===== src/design/mosel_pkg.sv =====
// shared types, codes and helpers for the motor output selector with tone
package mosel_pkg;

    localparam int unsigned DIV_W = 15;
    localparam int unsigned DSR_W = 16;
    localparam int unsigned CFG_IDX_W = 3;
    localparam int unsigned CFG_DATA_W = 18;

    localparam logic [CFG_IDX_W-1:0] CFG_HALF_LOOP_FREQ = 3'd0;
    localparam logic [CFG_IDX_W-1:0] CFG_BRAKE_CURRENT = 3'd1;
    localparam logic [CFG_IDX_W-1:0] CFG_CLICK_CURRENT = 3'd2;
    localparam logic [CFG_IDX_W-1:0] CFG_PARKING_MODE = 3'd3;
    localparam logic [CFG_IDX_W-1:0] CFG_MOVING_THRESHOLD = 3'd4;

    localparam logic signed [20:0] CUR_LIMIT = 21'sd200000;
    localparam logic signed [20:0] CUR_LIMIT_NEG = -21'sd200000;
    localparam logic [17:0] PARK_SLOW_ERPM = 18'd50;
    localparam logic [17:0] PARK_HOLD_ERPM = 18'd2000;
    localparam logic [DSR_W-1:0] CLICK_FREQ_HZ = 16'd350;
    localparam logic [1:0] CLICK_HALVES = 2'd3;
    localparam logic [31:0] RELEASE_MS = 32'd1000;
    localparam logic [7:0] TONE_PERIOD_MAX = 8'd255;
    localparam logic [7:0] TONE_PERIOD_MIN = 8'd1;

    typedef enum logic [1:0] {
        CMD_NONE  = 2'd0,
        CMD_PLAY  = 2'd1,
        CMD_STOP  = 2'd2,
        CMD_CLICK = 2'd3
    } tone_cmd_t;

    typedef enum logic [1:0] {
        ACT_NONE  = 2'd0,
        ACT_SET   = 2'd1,
        ACT_DUTY0 = 2'd2,
        ACT_BRAKE = 2'd3
    } action_t;

    localparam logic [1:0] RS_DISABLED = 2'd0;
    localparam logic [1:0] RS_RUNNING = 2'd1;

    localparam logic [1:0] PARK_NEVER = 2'd0;
    localparam logic [1:0] PARK_IDLE_SLOW = 2'd1;
    localparam logic [1:0] PARK_ALWAYS = 2'd2;

    typedef struct packed {
        logic capture;
        logic commit;
    } mosel_cmd_t;

    typedef struct packed {
        logic div_done;
    } mosel_status_t;

    function automatic logic signed [18:0] sat_cur(input logic signed [20:0] v);
        logic signed [18:0] r;
        if (v > CUR_LIMIT)
            r = CUR_LIMIT[18:0];
        else if (v < CUR_LIMIT_NEG)
            r = CUR_LIMIT_NEG[18:0];
        else
            r = v[18:0];
        return r;
    endfunction

    function automatic logic [7:0] clamp_period(input logic [DIV_W-1:0] quo,
                                               input logic freq_zero);
        logic [7:0] r;
        if (freq_zero)
            r = TONE_PERIOD_MAX;
        else if (quo == '0)
            r = TONE_PERIOD_MIN;
        else if (quo > DIV_W'(TONE_PERIOD_MAX))
            r = TONE_PERIOD_MAX;
        else
            r = quo[7:0];
        return r;
    endfunction

endpackage


===== src/design/mosel_div.sv =====
// bit-serial restoring divider for the tone period
module mosel_div
    import mosel_pkg::*;
(
    input  logic             clk,
    input  logic             rst_n,
    input  logic             start,
    input  logic [DIV_W-1:0] dividend,
    input  logic [DSR_W-1:0] divisor,
    output logic [DIV_W-1:0] quotient,
    output logic             done
);

    localparam int unsigned CNT_W = $clog2(DIV_W);
    localparam logic [CNT_W-1:0] LAST_STEP = CNT_W'(DIV_W - 1);

    logic             busy_reg;
    logic             done_reg;
    logic [CNT_W-1:0] cnt_reg;
    logic [DSR_W-1:0] rem_reg;
    logic [DIV_W-1:0] quo_reg;
    logic [DSR_W-1:0] dsr_reg;

    logic [DSR_W:0]   trial;
    logic [DSR_W:0]   diff;
    logic             ge;

    assign trial = {rem_reg, quo_reg[DIV_W-1]};
    assign ge = trial >= {1'b0, dsr_reg};
    assign diff = trial - {1'b0, dsr_reg};

    always_ff @(posedge clk or negedge rst_n)
    begin
        if (!rst_n)
        begin
            busy_reg <= 1'b0;
            done_reg <= 1'b0;
            cnt_reg <= '0;
        end
        else
        begin
            done_reg <= 1'b0;
            if (start)
            begin
                busy_reg <= 1'b1;
                cnt_reg <= '0;
            end
            else if (busy_reg)
            begin
                cnt_reg <= cnt_reg + 1'b1;
                if (cnt_reg == LAST_STEP)
                begin
                    busy_reg <= 1'b0;
                    done_reg <= 1'b1;
                end
            end
        end
    end

    always_ff @(posedge clk)
    begin
        if (start)
        begin
            rem_reg <= '0;
            quo_reg <= dividend;
            dsr_reg <= divisor;
        end
        else if (busy_reg)
        begin
            rem_reg <= ge ? diff[DSR_W-1:0] : trial[DSR_W-1:0];
            quo_reg <= {quo_reg[DIV_W-2:0], ge};
        end
    end

    assign quotient = quo_reg;
    assign done = done_reg;

endmodule


===== src/design/mosel_dp.sv =====
// datapath: configuration, tone generator, request latch and command selection
module mosel_dp
    import mosel_pkg::*;
(
    input  logic                  clk,
    input  logic                  rst_n,
    input  mosel_cmd_t            ctl,
    output mosel_status_t         status,
    input  logic                  cfg_we,
    input  logic [CFG_IDX_W-1:0]  cfg_index,
    input  logic [CFG_DATA_W-1:0] cfg_data,
    input  logic [1:0]            cmd,
    input  logic [15:0]           tone_freq_hz,
    input  logic [16:0]           tone_level_ma,
    input  logic                  request_valid,
    input  logic signed [18:0]    request_ma,
    input  logic [17:0]           speed_erpm,
    input  logic [1:0]            run_state,
    input  logic [31:0]           now_ms,
    output logic [1:0]            action,
    output logic signed [18:0]    drive_ma,
    output logic                  off_delay,
    output logic                  watchdog_kick
);

    // configuration
    logic [14:0] half_loop_freq_reg;
    logic [16:0] brake_current_reg;
    logic [16:0] click_current_reg;
    logic [1:0]  parking_mode_reg;
    logic [17:0] moving_threshold_reg;

    // captured beat
    tone_cmd_t          cmd_reg;
    logic [15:0]        freq_reg;
    logic [16:0]        level_reg;
    logic               rq_reg;
    logic signed [18:0] rq_ma_reg;
    logic [17:0]        speed_reg;
    logic [1:0]         rs_reg;
    logic [31:0]        now_reg;

    // block state
    logic               off_latched_reg;
    logic               req_pending_reg;
    logic signed [18:0] req_value_reg;
    logic               park_active_reg;
    logic [31:0]        last_move_reg;
    logic [7:0]         tone_period_reg;
    logic [7:0]         tone_count_reg;
    logic               tone_phase_reg;
    logic [16:0]        tone_amp_reg;
    logic [1:0]         clicks_left_reg;

    // result
    action_t            action_reg;
    logic signed [18:0] drive_reg;
    logic               off_delay_reg;
    logic               kick_reg;

    logic               off_latched_next;
    logic               req_pending_next;
    logic signed [18:0] req_value_next;
    logic               park_active_next;
    logic [31:0]        last_move_next;
    logic [7:0]         tone_period_next;
    logic [7:0]         tone_count_next;
    logic               tone_phase_next;
    logic [16:0]        tone_amp_next;
    logic [1:0]         clicks_left_next;
    action_t            action_next;
    logic signed [18:0] drive_next;
    logic               off_delay_next;
    logic               kick_next;

    logic [DIV_W-1:0]   quotient;
    logic [DSR_W-1:0]   divisor;
    logic [7:0]         period_q;

    assign divisor = (tone_cmd_t'(cmd) == CMD_CLICK) ? CLICK_FREQ_HZ : tone_freq_hz;

    mosel_div u_div (
        .clk      (clk),
        .rst_n    (rst_n),
        .start    (ctl.capture),
        .dividend (half_loop_freq_reg),
        .divisor  (divisor),
        .quotient (quotient),
        .done     (status.div_done)
    );

    assign period_q = clamp_period(quotient, (cmd_reg == CMD_PLAY) && (freq_reg == '0));

    always_comb
    begin
        logic               running;
        logic [7:0]         cnt_dec;
        logic signed [20:0] val_w;
        logic signed [20:0] amp_w;
        logic [31:0]        elapsed;

        running = (rs_reg == RS_RUNNING);
        off_latched_next = off_latched_reg;
        req_pending_next = req_pending_reg;
        req_value_next = req_value_reg;
        park_active_next = park_active_reg;
        last_move_next = last_move_reg;
        tone_period_next = tone_period_reg;
        tone_count_next = tone_count_reg;
        tone_phase_next = tone_phase_reg;
        tone_amp_next = tone_amp_reg;
        clicks_left_next = clicks_left_reg;
        action_next = ACT_NONE;
        drive_next = '0;
        off_delay_next = 1'b0;
        kick_next = 1'b0;
        cnt_dec = '0;
        val_w = '0;
        amp_w = '0;
        elapsed = '0;

        if (rq_reg)
        begin
            req_pending_next = 1'b1;
            req_value_next = sat_cur(21'(rq_ma_reg));
        end

        unique case (cmd_reg)
            CMD_PLAY:
            begin
                if (period_q != tone_period_next)
                begin
                    tone_period_next = period_q;
                    tone_count_next = period_q;
                end
                tone_amp_next = level_reg;
            end
            CMD_STOP:
            begin
                tone_period_next = '0;
                tone_count_next = '0;
                tone_phase_next = 1'b0;
            end
            CMD_CLICK:
            begin
                if (click_current_reg != '0)
                begin
                    if (period_q != tone_period_next)
                    begin
                        tone_period_next = period_q;
                        tone_count_next = period_q;
                    end
                    tone_amp_next = click_current_reg;
                    clicks_left_next = CLICK_HALVES;
                end
            end
            CMD_NONE:
            begin
            end
        endcase

        if (rs_reg == RS_DISABLED)
        begin
            action_next = off_latched_reg ? ACT_NONE : ACT_SET;
            off_latched_next = 1'b1;
        end
        else
        begin
            off_latched_next = 1'b0;

            if (parking_mode_reg == PARK_ALWAYS ||
                (parking_mode_reg == PARK_IDLE_SLOW && !running &&
                 speed_reg < PARK_SLOW_ERPM))
                park_active_next = 1'b1;
            else if (parking_mode_reg == PARK_NEVER || running)
                park_active_next = 1'b0;

            if (tone_period_next != '0)
            begin
                req_pending_next = 1'b1;
                cnt_dec = tone_count_next - 1'b1;
                tone_count_next = cnt_dec;
                if (cnt_dec == '0)
                begin
                    tone_count_next = tone_period_next;
                    tone_phase_next = !tone_phase_next;
                    if (clicks_left_next != '0)
                    begin
                        clicks_left_next = clicks_left_next - 1'b1;
                        if (clicks_left_next == '0)
                        begin
                            tone_period_next = '0;
                            tone_count_next = '0;
                            tone_phase_next = 1'b0;
                        end
                    end
                end
                val_w = 21'(req_value_next);
                amp_w = $signed({4'b0000, tone_amp_next});
                req_value_next = sat_cur(tone_phase_next ? val_w + amp_w : val_w - amp_w);
            end

            kick_next = 1'b1;
            if (req_pending_next)
            begin
                action_next = ACT_SET;
                drive_next = req_value_next;
                off_delay_next = 1'b1;
            end
            else
            begin
                if (speed_reg > moving_threshold_reg)
                    last_move_next = now_reg;
                elapsed = now_reg - last_move_next;
                if (elapsed > RELEASE_MS)
                    action_next = ACT_SET;
                else if (park_active_next && speed_reg < PARK_HOLD_ERPM)
                    action_next = ACT_DUTY0;
                else
                begin
                    action_next = ACT_BRAKE;
                    drive_next = $signed({2'b00, brake_current_reg});
                end
            end
            req_pending_next = 1'b0;
            req_value_next = '0;
        end
    end

    always_ff @(posedge clk or negedge rst_n)
    begin
        if (!rst_n)
        begin
            half_loop_freq_reg <= 15'd400;
            brake_current_reg <= 17'd5000;
            click_current_reg <= '0;
            parking_mode_reg <= PARK_NEVER;
            moving_threshold_reg <= 18'd1000;
            off_latched_reg <= 1'b0;
            req_pending_reg <= 1'b0;
            req_value_reg <= '0;
            park_active_reg <= 1'b0;
            last_move_reg <= '0;
            tone_period_reg <= '0;
            tone_count_reg <= '0;
            tone_phase_reg <= 1'b0;
            tone_amp_reg <= '0;
            clicks_left_reg <= '0;
        end
        else
        begin
            if (cfg_we)
            begin
                unique case (cfg_index)
                    CFG_HALF_LOOP_FREQ:   half_loop_freq_reg <= cfg_data[14:0];
                    CFG_BRAKE_CURRENT:    brake_current_reg <= cfg_data[16:0];
                    CFG_CLICK_CURRENT:    click_current_reg <= cfg_data[16:0];
                    CFG_PARKING_MODE:     parking_mode_reg <= cfg_data[1:0];
                    CFG_MOVING_THRESHOLD: moving_threshold_reg <= cfg_data[17:0];
                    default:
                    begin
                    end
                endcase
            end
            if (ctl.commit)
            begin
                off_latched_reg <= off_latched_next;
                req_pending_reg <= req_pending_next;
                req_value_reg <= req_value_next;
                park_active_reg <= park_active_next;
                last_move_reg <= last_move_next;
                tone_period_reg <= tone_period_next;
                tone_count_reg <= tone_count_next;
                tone_phase_reg <= tone_phase_next;
                tone_amp_reg <= tone_amp_next;
                clicks_left_reg <= clicks_left_next;
            end
        end
    end

    always_ff @(posedge clk)
    begin
        if (ctl.capture)
        begin
            cmd_reg <= tone_cmd_t'(cmd);
            freq_reg <= tone_freq_hz;
            level_reg <= tone_level_ma;
            rq_reg <= request_valid;
            rq_ma_reg <= request_ma;
            speed_reg <= speed_erpm;
            rs_reg <= run_state;
            now_reg <= now_ms;
        end
        if (ctl.commit)
        begin
            action_reg <= action_next;
            drive_reg <= drive_next;
            off_delay_reg <= off_delay_next;
            kick_reg <= kick_next;
        end
    end

    assign action = action_reg;
    assign drive_ma = drive_reg;
    assign off_delay = off_delay_reg;
    assign watchdog_kick = kick_reg;

`ifndef ASSERT_OFF
    a_tone_count_tracks_period: assert property (@(posedge clk) disable iff (!rst_n)
        (tone_period_reg == '0) == (tone_count_reg == '0))
        else $error("tone count and period disagree on idle");

    a_req_value_cleared: assert property (@(posedge clk) disable iff (!rst_n)
        !req_pending_reg |-> (req_value_reg == '0))
        else $error("stale request value without pending request");
`endif

endmodule


===== src/design/mosel_ctrl.sv =====
// controller: beat sequencing and output holding register
module mosel_ctrl
    import mosel_pkg::*;
(
    input  logic          clk,
    input  logic          rst_n,
    input  logic          in_valid,
    output logic          in_stall,
    output logic          out_valid,
    input  logic          out_stall,
    input  mosel_status_t status,
    output mosel_cmd_t    ctl
);

    typedef enum logic [1:0] {
        ST_IDLE,
        ST_DIVIDE,
        ST_EXEC
    } state_t;

    state_t state_reg;
    logic   out_valid_reg;

    assign ctl.capture = (state_reg == ST_IDLE) && in_valid;
    assign ctl.commit = (state_reg == ST_EXEC) && (!out_valid_reg || !out_stall);
    assign in_stall = (state_reg != ST_IDLE);
    assign out_valid = out_valid_reg;

    always_ff @(posedge clk or negedge rst_n)
    begin
        if (!rst_n)
        begin
            state_reg <= ST_IDLE;
            out_valid_reg <= 1'b0;
        end
        else
        begin
            if (ctl.commit)
                out_valid_reg <= 1'b1;
            else if (!out_stall)
                out_valid_reg <= 1'b0;

            unique case (state_reg)
                ST_IDLE:
                begin
                    if (ctl.capture)
                        state_reg <= ST_DIVIDE;
                end
                ST_DIVIDE:
                begin
                    if (status.div_done)
                        state_reg <= ST_EXEC;
                end
                ST_EXEC:
                begin
                    if (ctl.commit)
                        state_reg <= ST_IDLE;
                end
                default:
                    state_reg <= ST_IDLE;
            endcase
        end
    end

`ifndef ASSERT_OFF
    a_capture_starts_divide: assert property (@(posedge clk) disable iff (!rst_n)
        ctl.capture |=> (state_reg == ST_DIVIDE))
        else $error("accepted beat did not start the divide");

    a_done_moves_to_exec: assert property (@(posedge clk) disable iff (!rst_n)
        (state_reg == ST_DIVIDE && status.div_done) |=> (state_reg == ST_EXEC))
        else $error("divider finish missed");

    a_done_only_in_divide: assert property (@(posedge clk) disable iff (!rst_n)
        status.div_done |-> (state_reg == ST_DIVIDE))
        else $error("divider finished outside the divide state");

    a_commit_fills_output: assert property (@(posedge clk) disable iff (!rst_n)
        ctl.commit |=> out_valid_reg)
        else $error("committed result not presented");
`endif

endmodule


===== src/design/motor_output_selector_with_tone_unit.sv =====
// top level of the motor output selector with tone generator
//
// one input beat per control-loop tick gives exactly one output beat, the
// motor command for that tick. both channels use valid/stall; a beat moves
// on a rising edge with valid high and stall low.
// configuration is a plain write port (cfg_we, cfg_index, cfg_data), to be
// written only while no tick is in flight.
// an accepted tick enters a 15-step bit-serial divider (tone period); its
// registered done flag hands the quotient over to the select stage, which
// selects the command and loads the output register once that register is
// free. the divider makes one quotient bit a cycle; a new tick waits until
// the previous one has committed.
// in_stall is low only while the controller is idle; a new tick may be
// taken while the previous result still waits in the output register.
// if the receiver stalls, the output beat holds and the next tick stops
// before its commit until the output register frees.
// reset clears the controller, the tone generator and the request latch,
// and loads the configuration defaults.
module motor_output_selector_with_tone_unit
    import mosel_pkg::*;
(
    input  logic                  clk,
    input  logic                  rst_n,
    input  logic                  cfg_we,
    input  logic [CFG_IDX_W-1:0]  cfg_index,
    input  logic [CFG_DATA_W-1:0] cfg_data,
    input  logic                  in_valid,
    output logic                  in_stall,
    input  logic [1:0]            cmd,
    input  logic [15:0]           tone_freq_hz,
    input  logic [16:0]           tone_level_ma,
    input  logic                  request_valid,
    input  logic signed [18:0]    request_ma,
    input  logic [17:0]           speed_erpm,
    input  logic [1:0]            run_state,
    input  logic [31:0]           now_ms,
    output logic                  out_valid,
    input  logic                  out_stall,
    output logic [1:0]            action,
    output logic signed [18:0]    drive_ma,
    output logic                  off_delay,
    output logic                  watchdog_kick
);

    mosel_cmd_t    ctl;
    mosel_status_t status;

    mosel_ctrl u_ctrl (
        .clk       (clk),
        .rst_n     (rst_n),
        .in_valid  (in_valid),
        .in_stall  (in_stall),
        .out_valid (out_valid),
        .out_stall (out_stall),
        .status    (status),
        .ctl       (ctl)
    );

    mosel_dp u_dp (
        .clk           (clk),
        .rst_n         (rst_n),
        .ctl           (ctl),
        .status        (status),
        .cfg_we        (cfg_we),
        .cfg_index     (cfg_index),
        .cfg_data      (cfg_data),
        .cmd           (cmd),
        .tone_freq_hz  (tone_freq_hz),
        .tone_level_ma (tone_level_ma),
        .request_valid (request_valid),
        .request_ma    (request_ma),
        .speed_erpm    (speed_erpm),
        .run_state     (run_state),
        .now_ms        (now_ms),
        .action        (action),
        .drive_ma      (drive_ma),
        .off_delay     (off_delay),
        .watchdog_kick (watchdog_kick)
    );

endmodule

===== config.mk =====
export PLATFORM = sky130hd
export DESIGN_NAME = motor_output_selector_with_tone_unit
export DESIGN_NICKNAME = d
export VERILOG_FILES = /design/src/design/mosel_pkg.sv /design/src/design/mosel_div.sv /design/src/design/mosel_dp.sv /design/src/design/mosel_ctrl.sv /design/src/design/motor_output_selector_with_tone_unit.sv
export SDC_FILE = /design/constraint.sdc
export NUM_CORES = 1
export LEC_CHECK = 0
export ABC_AREA = 1
export BUFFER_PORTS_ARGS = -buffer_cell sky130_fd_sc_hd__buf_4
export CAP_MARGIN = 20
export CORE_MARGIN = 3
export CORE_UTILIZATION = 35
export DETAILED_ROUTE_END_ITERATION = 8
export PLACE_DENSITY = 0.6
export SLEW_MARGIN = 10
export SYNTH_ARGS = -nofsm -noshare
export SYNTH_HDL_FRONTEND = slang
export SYNTH_SLANG_ARGS = --single-unit

===== constraint.sdc =====
create_clock -name clk -period 6.9 [get_ports clk]
set_clock_uncertainty 0.1 [all_clocks]
set_input_delay 0.345 -clock clk [delete_from_list [all_inputs] [get_ports clk]]
set_output_delay 0.345 -clock clk [all_outputs]
set_load 0.05 [all_outputs]

==> impl_results.md, run 1 <==
* Status: complete, no violations
* P_int at 6.15 mW
* Top_reg_cell synth: edfxtp_1
* Yosys warns at 0
* Critical path class: reg2reg
* CTS tree: yes
* Nets at 2767
* Vias in the first global route at 16000
* Net Count, Synth at 2448
* Clock net sink count at 345
* DR vias/cell at 5.06
* TNS Setup at 0 ns
* Clock Power Share at 23.3%
* WL met1 at 26.0 mm
* Final Hold Viols at 0
* CP required at 7.13 ns
* Largest net degree at the start of global routing at 81
* Post-route clock period utilization at 93.7%
* FILL cells at 5170
* Core area at 0.0541 mm²
* CP startpoint kind: flip-flop
* Clock-pin slew on the worst setup and hold paths at 0.06 ns
* Layout cells sized above 1 at 16.2%
* Initial antenna violation count at 2
* Row count at 85
* Layout Utilization at 45.3%
* DR vias at 16600
* VDD IR max at 0.000229 V
* P_leak at 11.2 nW
* Final setup vio count at 0
* DRC at 0
* Area Overhead vs Synth at 27.3%
* DP Wirelength at 41.4 mm
* Min-Delay Path Class: in2reg
* Slowest-stage cell, CP: dfrtp_1
* Hold_ws at 0.0407 ns
* Clk Latency, worst-skew pair at 0.57 ns
* Critical Path AT at 6.69 ns
* CP endpoint kind: flip-flop
* Worst-margin pin slew at 1.02 ns
* First-pass GRT wire length at 87.7 mm
* Cell Area, Synth at 0.0192 mm²
* Worst-path maximum fanout at 11
* Grt ovf at 0
* Register area share after synthesis at 48.7%
* CTS Buffer Depth at 3
* Routed length per instance at 17.3 µm
* Pins Over Slew Limit at 0
* Switching share of power at 40.6%
* Routed Antenna Nets at 0
* Gate Count Post-Synth at 2222
* Io pins at 158
* CTS H-tree lvls at 2
* Initial DRC count at 1161
* CP most frequent cell: nand2_1
* Syn_area_per_cell at 8.66 µm²
* Final min period at 6.46 ns
* Post-synth EDFFs at 161
* Flop pwr share at 28.7%
* Initial Util at 35.6%
* Total Routing Usage GR at 19.4%
* FMAX at 0.155 GHz
* Die height at 241 µm
* Metal3 WL at 3.07 mm
* Total power divided by cell area at 423 mW/mm²
* Number of port buffers at 157
* Die X at 241 µm
* Worst path max stage delay at 0.38 ns
* Num CTS Buffers at 43
* Die area at 0.0578 mm²
* Final WL at 56.6 mm
* Logic pwr share at 47.9%
* Relative slew slack at 32.2%
* Initial DRT Pass Iterations at 7
* Post-synth ARST share at 48.7%
* MaxCap Viol Count at 0
* CTS root buffer: clkbuf_16
* GPL Wtd Cong at 0.923
* Top Metal Used: met4
* Distinct cells, synth at 61
* P_sw at 4.21 mW
* Met2 WL at 25.7 mm
* Flops & latches, synth at 345
==> cell type report <==
| class | count | area, µm² | area share, % |
|---|---|---|---|
| Clock inverter | 26 | 335 | 1.37 |
| Inverter | 292 | 1100 | 4.51 |
| Antenna cell | 2 | 5.00 | 0.0204 |
| Sequential cell | 345 | 9380 | 38.3 |
| Multi-Input combinational cell | 1526 | 8820 | 36.0 |
| Timing Repair Buffer | 333 | 2820 | 11.5 |
| Tap cell | 696 | 871 | 3.55 |
| Clock buffer | 53 | 1180 | 4.83 |
==> cell usage in the layout (no fill, tap or decap), drive strengths merged, types with 4 or more instances in the layout <==
cell type    netlist  routed
o2111ai            4       4
dfrtp            154     154
edfxtp           161     161
nand3            123     126
a21oi            102     102
o21bai             5       5
inv              283     287
clkinv             9      23
a21o               8       8
nor2             139     139
clkbuf            42      53
a31oi             19      19
ha                90      90
xor2              45      45
nor3              31      31
nand4             27      27
o221ai            17      17
o21a               7       7
o21ai            228     228
o31ai              5       5
or2                9       9
nor4              11      11
nand3b             4       4
bufinv             0       7
nand2            510     510
o211ai            22      22
mux2i             29      29
a221oi             6       6
a32oi              4       4
a22oi             13      13
a211oi             7       7
buf               20     223
dfstp             14      14
o22ai             18      18
dfxtp             16      16
dlygate4sd3        0     110
xnor2             22      22
==> cells by family after synthesis <==
kind of cell             Yosys count  synth area share, %
AO/OA/AOI/OAI                    471                 14.2
XOR/XNOR                          67                 3.05
adder cells (fa/ha/maj)           93                 6.16
buffers and inverters            354                 7.18
flip-flops                       345                 48.7
multiplexers                      30                 1.57
AND/OR/NAND/NOR                  862                 19.2
==> synth_stat cells (6+ instances only) <==
cell      count  area (µm²)
nand4_1      27         169
o211ai_1     22         165
o22ai_1      18         113
a22oi_1      13        97.6
nand2_1     496        1860
dfrtp_1     154        3850
nand2_2      13        81.3
edfxtp_1    161        4830
dfstp_2      14         368
a21o_1        8        60.1
inv_1       282        1060
nor2_1      132         495
xnor2_1      22         193
o21ai_0     222        1110
o221ai_1     17         149
nor3_1       31         155
nand3_1     118         591
dfxtp_1      16         320
nor4_1       11        68.8
or2_2         9        56.3
o21a_1        7        52.6
a21oi_1     101         505
buf_1         8        30.0
ha_1         90        1130
xor2_1       45         394
a211oi_1      7        52.6
clkbuf_1     42         158
a31oi_1      19         119
clkinv_1      8        30.0
a221oi_1      6        52.6
mux2i_1      29         290
==> worst max-delay path, delay by kind of cell, from the launching register on <==
family          cells  cell delay (ns)
flops               1             0.38
xor+xnor            2             0.36
simple gates       26             2.95
buf+inv             8             1.00
fa+ha+maj           2             0.54
compound gates      6             0.89
==> metal layers <==
layer	up-vias	track usage, %
met2	404	30.8
met4	0	6.99
met1	7859	26.6
met5	-	0
li1	8221	-
met3	88	3.31
==> power by group through the flow <==
stage,Combinational (mW),Sequential (mW),Clock (mW)
after global routing,5.59,3.02,2.57
final,4.97,2.98,2.42
after detailed placement,4.40,3.00,0
after CTS,4.48,2.97,2.49
after global placement,4.35,3.00,0
after floorplan,3.24,2.94,0
==> per-stage QoR <==
stage               instance area (µm²)  power [mW]  std cells  worst slack [ns]
floorplan                         19200        6.18       2222             0.489
global placement                  21400        7.34       3062             0.200
detailed placement                21400        7.41       3063             0.121
CTS                               24000        9.94       3252            0.0605
global route                      24500        11.2       3273           -0.0603
finish                            24500        10.4       3273             0.435
==> worst paths after layout <==
check | start | to | slack, ns | depth (start not counted)
worst max-delay path | u_dp.click_current_reg[5] | u_dp.drive_ma[8] | 0.44 | 44
worst min-delay path | cfg_data[5] | u_dp.brake_current_reg[5] | 0.04 | 3
worst max register to register | u_dp.click_current_reg[5] | u_dp.drive_ma[8] | 0.44 | 44
worst min register to register | u_dp.u_div.done | u_ctrl.state_reg[0] | 0.36 | 1
max in group asynchronous | rst_n | u_dp.u_div.cnt_reg[0] | 5.15 | 3
min in group asynchronous | rst_n | u_dp.last_move_reg[20] | 0.18 | 2
==> repair_timing <==
item                                   4_1_cts  5_1_grt
hold buffers                               110        0
endpoints found under the hold margin      169        0
gates resized for setup                      0       77
setup buffers                                0       14
setup endpoints to repair                    0       19
Power figures use the tool's default switching activity.
==> run 2: changes to the inputs <==
- SYNTH_HIERARCHICAL: not set -> 1
==> impl_results.md, run 2 <==
* Status: complete, no violations (unchanged)
* Flop pwr share at 29.2% (was 28.7%)
* First-pass GRT wire length at 92.8 mm (was 87.7 mm)
* Reg2reg setup slack at 0.43 ns (was 0.44 ns)
* DR vias/cell at 5.01 (was 5.06)
* Worst-path maximum fanout at 9 (was 11)
* Critical Path AT at 6.68 ns (was 6.69 ns)
* Nets at 2942 (was 2767)
* P_sw at 4.29 mW (was 4.21 mW)
* Finished Cell Area at 0.0251 mm² (was 0.0245 mm²)
* Clk Latency, worst-skew pair at 0.56 ns (was 0.57 ns)
* VDD IR max at 0.000204 V (was 0.000229 V)
* Total Routing Usage GR at 19.5% (was 19.4%)
* GR Layer Usage met1 at 25.6% (was 26.6%)
* Pins Over Slew Limit at 0 (unchanged)
* Row count at 86 (was 85)
* Final min period at 6.47 ns (was 6.46 ns)
* GPL Wtd Cong at 0.959 (was 0.923)
* Synth top area share at 24.2% (was 25.1%)
* CP required at 7.11 ns (was 7.13 ns)
* Met3 Use GR at 2.79% (was 3.31%)
* Min-Delay Path Class: in2reg (unchanged)
* Number of port buffers at 157 (unchanged)
* Total power divided by cell area at 405 mW/mm² (was 423 mW/mm²)
* Initial Util at 35.8% (was 35.6%)
* Commonest non-fill, non-tap cell in the layout: nand2_1 (unchanged)
* Yosys warns at 6 (was 0)
* CTS root buffer: clkbuf_16 (unchanged)
* DRC at 0 (unchanged)
* Clock-pin slew on the worst setup and hold paths at 0.06 ns (about the same)
* R2R depth at 53 (was 44)
* Logic pwr share at 48.1% (was 47.9%)
* Die height at 245 µm (was 241 µm)
* Routed Antenna Nets at 0 (unchanged)
* Relative slew slack at 34.6% (was 32.2%)
* Io pins at 158 (unchanged)
* DR vias at 17500 (was 16600)
* CP endpoint kind: flip-flop (unchanged)
* CTS H-tree lvls at 2 (unchanged)
* Worst setup path start: u_dp/cmd_reg[1] (was u_dp.click_current_reg[5])
* FILL cells at 5381 (was 5170)
* Cell Area, Synth at 0.0200 mm² (was 0.0192 mm²)
* Most frequent cell after synthesis: nand2_1 (unchanged)
* Initial DRC count at 1156 (was 1161)
* Net Count, Synth at 2640 (was 2448)
* P_leak at 11.7 nW (was 11.2 nW)
* Slowest-stage cell, CP: edfxtp_1 (was dfrtp_1)
* Post-route clock period utilization at 93.7% (about the same)
* Die area at 0.0601 mm² (was 0.0578 mm²)
* CTS tree: yes (unchanged)
* Final setup vio count at 0 (unchanged)
* Diodes inserted at 0 (was 2)
* Initial DRT Pass Iterations at 6 (was 7)
* CTS Buffer Depth at 3 (unchanged)
* Largest net degree at the start of global routing at 94 (was 81)
* Critical path class: reg2reg (unchanged)
* Largest cells by area after synthesis: edfxtp_1, dfrtp_1, nand2_1, inv_1, ha_1 (was edfxtp_1, dfrtp_1, nand2_1, ha_1, o21ai_0)
* Most frequent cells in the layout: nand2_1, inv_1, buf_4, o21ai_0, edfxtp_1 (was nand2_1, inv_1, buf_4)
* Grt ovf at 0 (unchanged)
* Initial antenna violation count at 0 (was 2)
* Worst-margin pin slew at 0.978 ns (was 1.02 ns)
* Switching share of power at 42.1% (was 40.6%)
* CP startpoint kind: flip-flop (unchanged)
* Post-synth EDFFs at 161 (unchanged)
* P_int at 5.90 mW (was 6.15 mW)
* Top_reg_cell synth: edfxtp_1 (unchanged)
* Reg2reg end: u_dp/drive_ma[5] (was u_dp.drive_ma[8])
* Layout cells sized above 1 at 15.1% (was 16.2%)
* GR Util met2 at 33.3% (was 30.8%)
* Routed length per instance at 17.1 µm (was 17.3 µm)
* Distinct cells, synth at 60 (was 61)
* Synth top cells by count: nand2_1, inv_1, o21ai_0 (unchanged)
* Yosys top cell by area: edfxtp_1 (unchanged)
* Flops & latches, synth at 345 (unchanged)
* Busiest layer in global routing: met2 (unchanged)
* Reg2reg start: u_dp/cmd_reg[1] (was u_dp.click_current_reg[5])
* Final Hold Viols at 0 (unchanged)
* Final WL at 59.9 mm (was 56.6 mm)
* Core area at 0.0558 mm² (was 0.0541 mm²)
* Gate Count Post-Synth at 2413 (was 2222)
* CP most frequent cell: nand2_1 (unchanged)
* TNS Setup at 0 ns (unchanged)
* Clock net sink count at 345 (unchanged)
* Clock Power Share at 22.7% (was 23.3%)
* Post-synth ARST share at 48.7% (unchanged)
* MaxCap Viol Count at 0 (unchanged)
* Post-DP Area at 0.0221 mm² (was 0.0214 mm²)
* Register area share after synthesis at 46.9% (was 48.7%)
* DP Wirelength at 43.1 mm (was 41.4 mm)
* CP Capture Point: u_dp/drive_ma[5] (was u_dp.drive_ma[8])
* FMAX at 0.155 GHz (about the same)
* Syn_area_per_cell at 8.29 µm² (was 8.66 µm²)
* Area Overhead vs Synth at 25.6% (was 27.3%)
* Num CTS Buffers at 42 (was 43)
* Worst path max stage delay at 0.42 ns (was 0.38 ns)
* Vias in the first global route at 17000 (was 16000)
* Die X at 245 µm (was 241 µm)
==> run 2: worst min-delay path by stage <==
stage / startpoint / endpoint / cells past startpoint
6_report: in_valid / u_ctrl/state_reg[0] / 3
5_1_grt: cfg_data[15] / u_dp/brake_current_reg[15] / 3
4_1_cts: in_valid / u_ctrl/state_reg[0] / 3
3_5_place_dp: rst_n / u_dp/last_move_reg[22] / 1
3_3_place_gp: rst_n / u_dp/last_move_reg[22] / 1
2_1_floorplan: rst_n / u_ctrl/out_valid / 0
==> run 2: area by class of cell <==
cell class / count / area [µm²] / area share [%]
Multi-Input combinational cell: 1661 / 9340 / 37.2
Clock buffer: 50 / 1110 / 4.43
Inverter: 344 / 1300 / 5.19
Sequential cell: 345 / 9380 / 37.3
Clock inverter: 26 / 325 / 1.29
Timing Repair Buffer: 321 / 2740 / 10.9
Tap cell: 748 / 936 / 3.72
==> run 2: cell families after synthesis <==
group | count (synthesis) | synth area share, %
adders and majority gates | 94 | 5.99
AOI/OAI and AO/OA | 447 | 12.5
xor gates and xnor gates | 60 | 2.63
buffers and inverters | 408 | 7.96
and+or+nand+nor | 1028 | 22.5
DFF | 345 | 46.9
muxes | 31 | 1.56
==> run 2: worst max-delay path, delay by kind of cell (launching register included) <==
kind | cells | cell delay, ns
simple gates | 36 | 3.54
buf+inv | 8 | 0.71
compound gates | 5 | 0.58
fa+ha+maj | 2 | 0.49
flops | 1 | 0.42
xor+xnor | 2 | 0.36
==> run 2: repair_timing <==
action / in CTS / in global routing
buffers inserted: 0 / 16
gates resized for setup: 0 / 72
endpoints found under the hold margin: 189 / 0
endpoints found under the setup margin: 0 / 20
hold buffers: 110 / 0
==> run 2: power groups by stage <==
stage / Combinational [mW] / Clock, mW / Sequential (mW)
2_1_floorplan: 3.41 / 0 / 2.92
3_3_place_gp: 4.41 / 0 / 2.99
3_5_place_dp: 4.46 / 0 / 3.00
4_1_cts: 4.55 / 2.38 / 2.96
5_1_grt: 5.52 / 2.46 / 3.02
6_report: 4.91 / 2.31 / 2.97
==> run 2: per-layer routing <==
metal	wire length, µm	share of wire [%]
met1	26500	44
met2	28900	48
met3	2780	4.6
met4	1690	2.8
met5	0	0
==> run 2: per-stage QoR <==
| stage | utilization [%] | hold slack (ns) | std cells | power, mW | setup WS [ns] |
|---|---|---|---|---|---|
| 2_1_floorplan | - | -0.0506 | 2413 | 6.33 | 0.510 |
| 3_3_place_gp | 39.6 | 0.305 | 3290 | 7.40 | 0.239 |
| 3_5_place_dp | 39.6 | 0.315 | 3290 | 7.46 | 0.0905 |
| 4_1_cts | 44.1 | 0.0281 | 3476 | 9.89 | 0.0545 |
| 5_1_grt | 45.0 | 0.0598 | 3495 | 11.0 | -0.0819 |
| 6_report | 45.0 | 0.0617 | 3495 | 10.2 | 0.432 |
==> run 3: changes to the inputs <==
- CORE_UTILIZATION: 35 -> 61
- PLACE_DENSITY: 0.6 -> 0.9
==> impl_results.md, run 3 (synthesis gave the netlist of run 2 again) <==
* Status: complete, no violations (unchanged)
* Final Hold Viols at 0 (unchanged)
* Initial DRC count at 1918 (was 1156)
* Layout cells sized above 1 at 14.8% (was 15.1%)
* Initial antenna violation count at 1 (was 0)
* Post-Place Setup Slack at -0.169 ns (was 0.0905 ns)
* Final WL at 58.4 mm (was 59.9 mm)
* DP Wirelength at 38.4 mm (was 43.1 mm)
* MaxCap Viol Count at 0 (unchanged)
* Total Routing Usage GR at 32.4% (was 19.5%)
* Min-Delay Path Class: in2reg (unchanged)
* Footprint of the multi-input gates at 0.00937 mm² (was 0.00934 mm²)
* Diodes inserted at 0 (unchanged)
* Io pins at 158 (unchanged)
* Num CTS Buffers at 39 (was 42)
* Most frequent cells in the layout: nand2_1, inv_1, o21ai_0 (was nand2_1, inv_1, buf_4, o21ai_0, edfxtp_1)
* Final setup vio count at 0 (unchanged)
* CTS Buffer Depth at 3 (unchanged)
* Reg area at 0.00938 mm² (unchanged)
* Relative slew slack at 34.6% (about the same)
* P_leak at 11.6 nW (was 11.7 nW)
* TNS Setup at 0 ns (unchanged)
* First-pass GRT wire length at 92.9 mm (was 92.8 mm)
* Die X at 187 µm (was 245 µm)
* Area Overhead vs Synth at 22.8% (was 25.6%)
* CP endpoint kind: flip-flop (unchanged)
* Routed Antenna Nets at 0 (unchanged)
* Clock-pin slew on the worst setup and hold paths at 0.06 ns (about the same)
* Worst-path maximum fanout at 9 (unchanged)
* Pins Over Slew Limit at 0 (unchanged)
* Initial DRT Pass Iterations at 6 (unchanged)
* FILL cells at 2091 (was 5381)
* Vias in the first global route at 18200 (was 17000)
* Final min period at 6.47 ns (about the same)
* GPL Wtd Cong at 0.948 (was 0.959)
* Clock net sink count at 345 (unchanged)
* DRC at 0 (unchanged)
* Critical Path AT at 6.67 ns (was 6.68 ns)
* Grt ovf at 0 (unchanged)
* DR vias/cell at 5.91 (was 5.01)
* CP required at 7.11 ns (about the same)
* Row count at 65 (was 86)
* CP startpoint kind: flip-flop (unchanged)
* Post-route clock period utilization at 93.7% (about the same)
* Worst path max stage delay at 0.41 ns (was 0.42 ns)
* Largest net degree at the start of global routing at 95 (was 94)
* CTS H-tree lvls at 2 (unchanged)
* Critical path class: reg2reg (unchanged)
* Routed length per instance at 18.4 µm (was 17.1 µm)
* Number of port buffers at 157 (unchanged)
* Total power divided by cell area at 409 mW/mm² (was 405 mW/mm²)
* Die height at 187 µm (was 245 µm)
* FMAX at 0.155 GHz (about the same)
* CTS root buffer: clkbuf_16 (unchanged)
* Initial Util at 62.6% (was 35.8%)
* Worst-margin pin slew at 0.981 ns (was 0.978 ns)
* Slowest-stage cell, CP: edfxtp_1 (unchanged)
* Commonest non-fill, non-tap cell in the layout: nand2_1 (unchanged)
* Nets at 2931 (was 2942)
* DR vias at 18700 (was 17500)
* Die area at 0.0350 mm² (was 0.0601 mm²)
* Final worst setup slack at 0.431 ns (was 0.432 ns)
* VDD IR max at 0.000273 V (was 0.000204 V)
* CP most frequent cell: nand2_1 (unchanged)
* Clk Latency, worst-skew pair at 0.56 ns (about the same)
* Core area at 0.0320 mm² (was 0.0558 mm²)
* CTS tree: yes (unchanged)
run 3: cell types whose count changed in the layout (fill, tap and decap cells not counted), sizes merged:
cell / previous run / this run
clkinvlp: 2 / 0
inv: 343 / 344
nand2: 629 / 630
bufinv: 7 / 4
buf: 211 / 202
clkinv: 18 / 13
clkbuf: 50 / 55
run 3: layout make-up:
class	instances	area share, %
sequential	345	38.2
inverter	344	5.29
tap	435	2.22
clock inverter	17	0.973
timing repair buffer	312	10.8
clock buffer	55	4.42
multi-input combinational	1662	38.1
run 3: per-stage QoR:
step / power, mW / cells / hold slack [ns] / cell area [µm²] / util (%)
after floorplan: 6.33 / 2413 / -0.0506 / 20000 / -
after global routing: 10.8 / 3170 / 0.0764 / 24600 / 76.9
after detailed placement: 7.35 / 2975 / 0.360 / 21700 / 67.9
final: 10.0 / 3170 / 0.0524 / 24600 / 76.9
after CTS: 9.58 / 3157 / 0.0401 / 24100 / 75.5
after global placement: 7.24 / 2974 / 0.354 / 21700 / 67.9
run 3: layer usage:
metal  vias to the layer above  part of all wire [%]  GRT usage [%]
met3                       252                   7.8           5.62
met2                      1040                    48           53.7
met1                      8784                    39           41.8
met5                         -                 0.022              0
li1                       8666                     -              -
met4                         2                   5.2           15.1
run 3: critical path: cells and delay by family (launching register included):
kind	cells	cell delay, ns
buf+inv	8	0.83
simple gates	38	3.42
compound gates	5	0.71
flops	1	0.41
xor+xnor	2	0.31
fa+ha+maj	2	0.44
run 3: what timing repair did:
item | in CTS | in global routing
gates cloned | 0 | 2
hold buffers | 110 | 0
resized for setup | 4 | 75
pin swaps | 0 | 14
endpoints found under the hold margin | 196 | 0
setup buffers | 0 | 9
setup endpoints to repair | 18 | 21
run 3: final timing paths:
kind                                                  end  slack (ns)  cells past startpoint               startpoint
worst max-delay path                    u_dp/drive_ma[15]        0.43                     55  u_dp/u_div/quotient[10]
max in group asynchronous             u_ctrl/state_reg[0]        4.76                      3                    rst_n
worst min-delay path            u_dp/click_current_reg[5]        0.05                      3              cfg_data[5]
min in group asynchronous           u_dp/req_value_reg[9]        0.33                      2                    rst_n
worst max register to register          u_dp/drive_ma[15]        0.43                     55  u_dp/u_div/quotient[10]
worst min register to register     u_dp/u_div/rem_reg[15]        0.37                      2   u_dp/u_div/rem_reg[15]
run 3: power by group:
group	leakage [nW]	switching, mW	internal [mW]
Combinational	7.22	3.14	1.78
Sequential	3.72	0.284	2.69
Clock	0.646	0.886	1.27
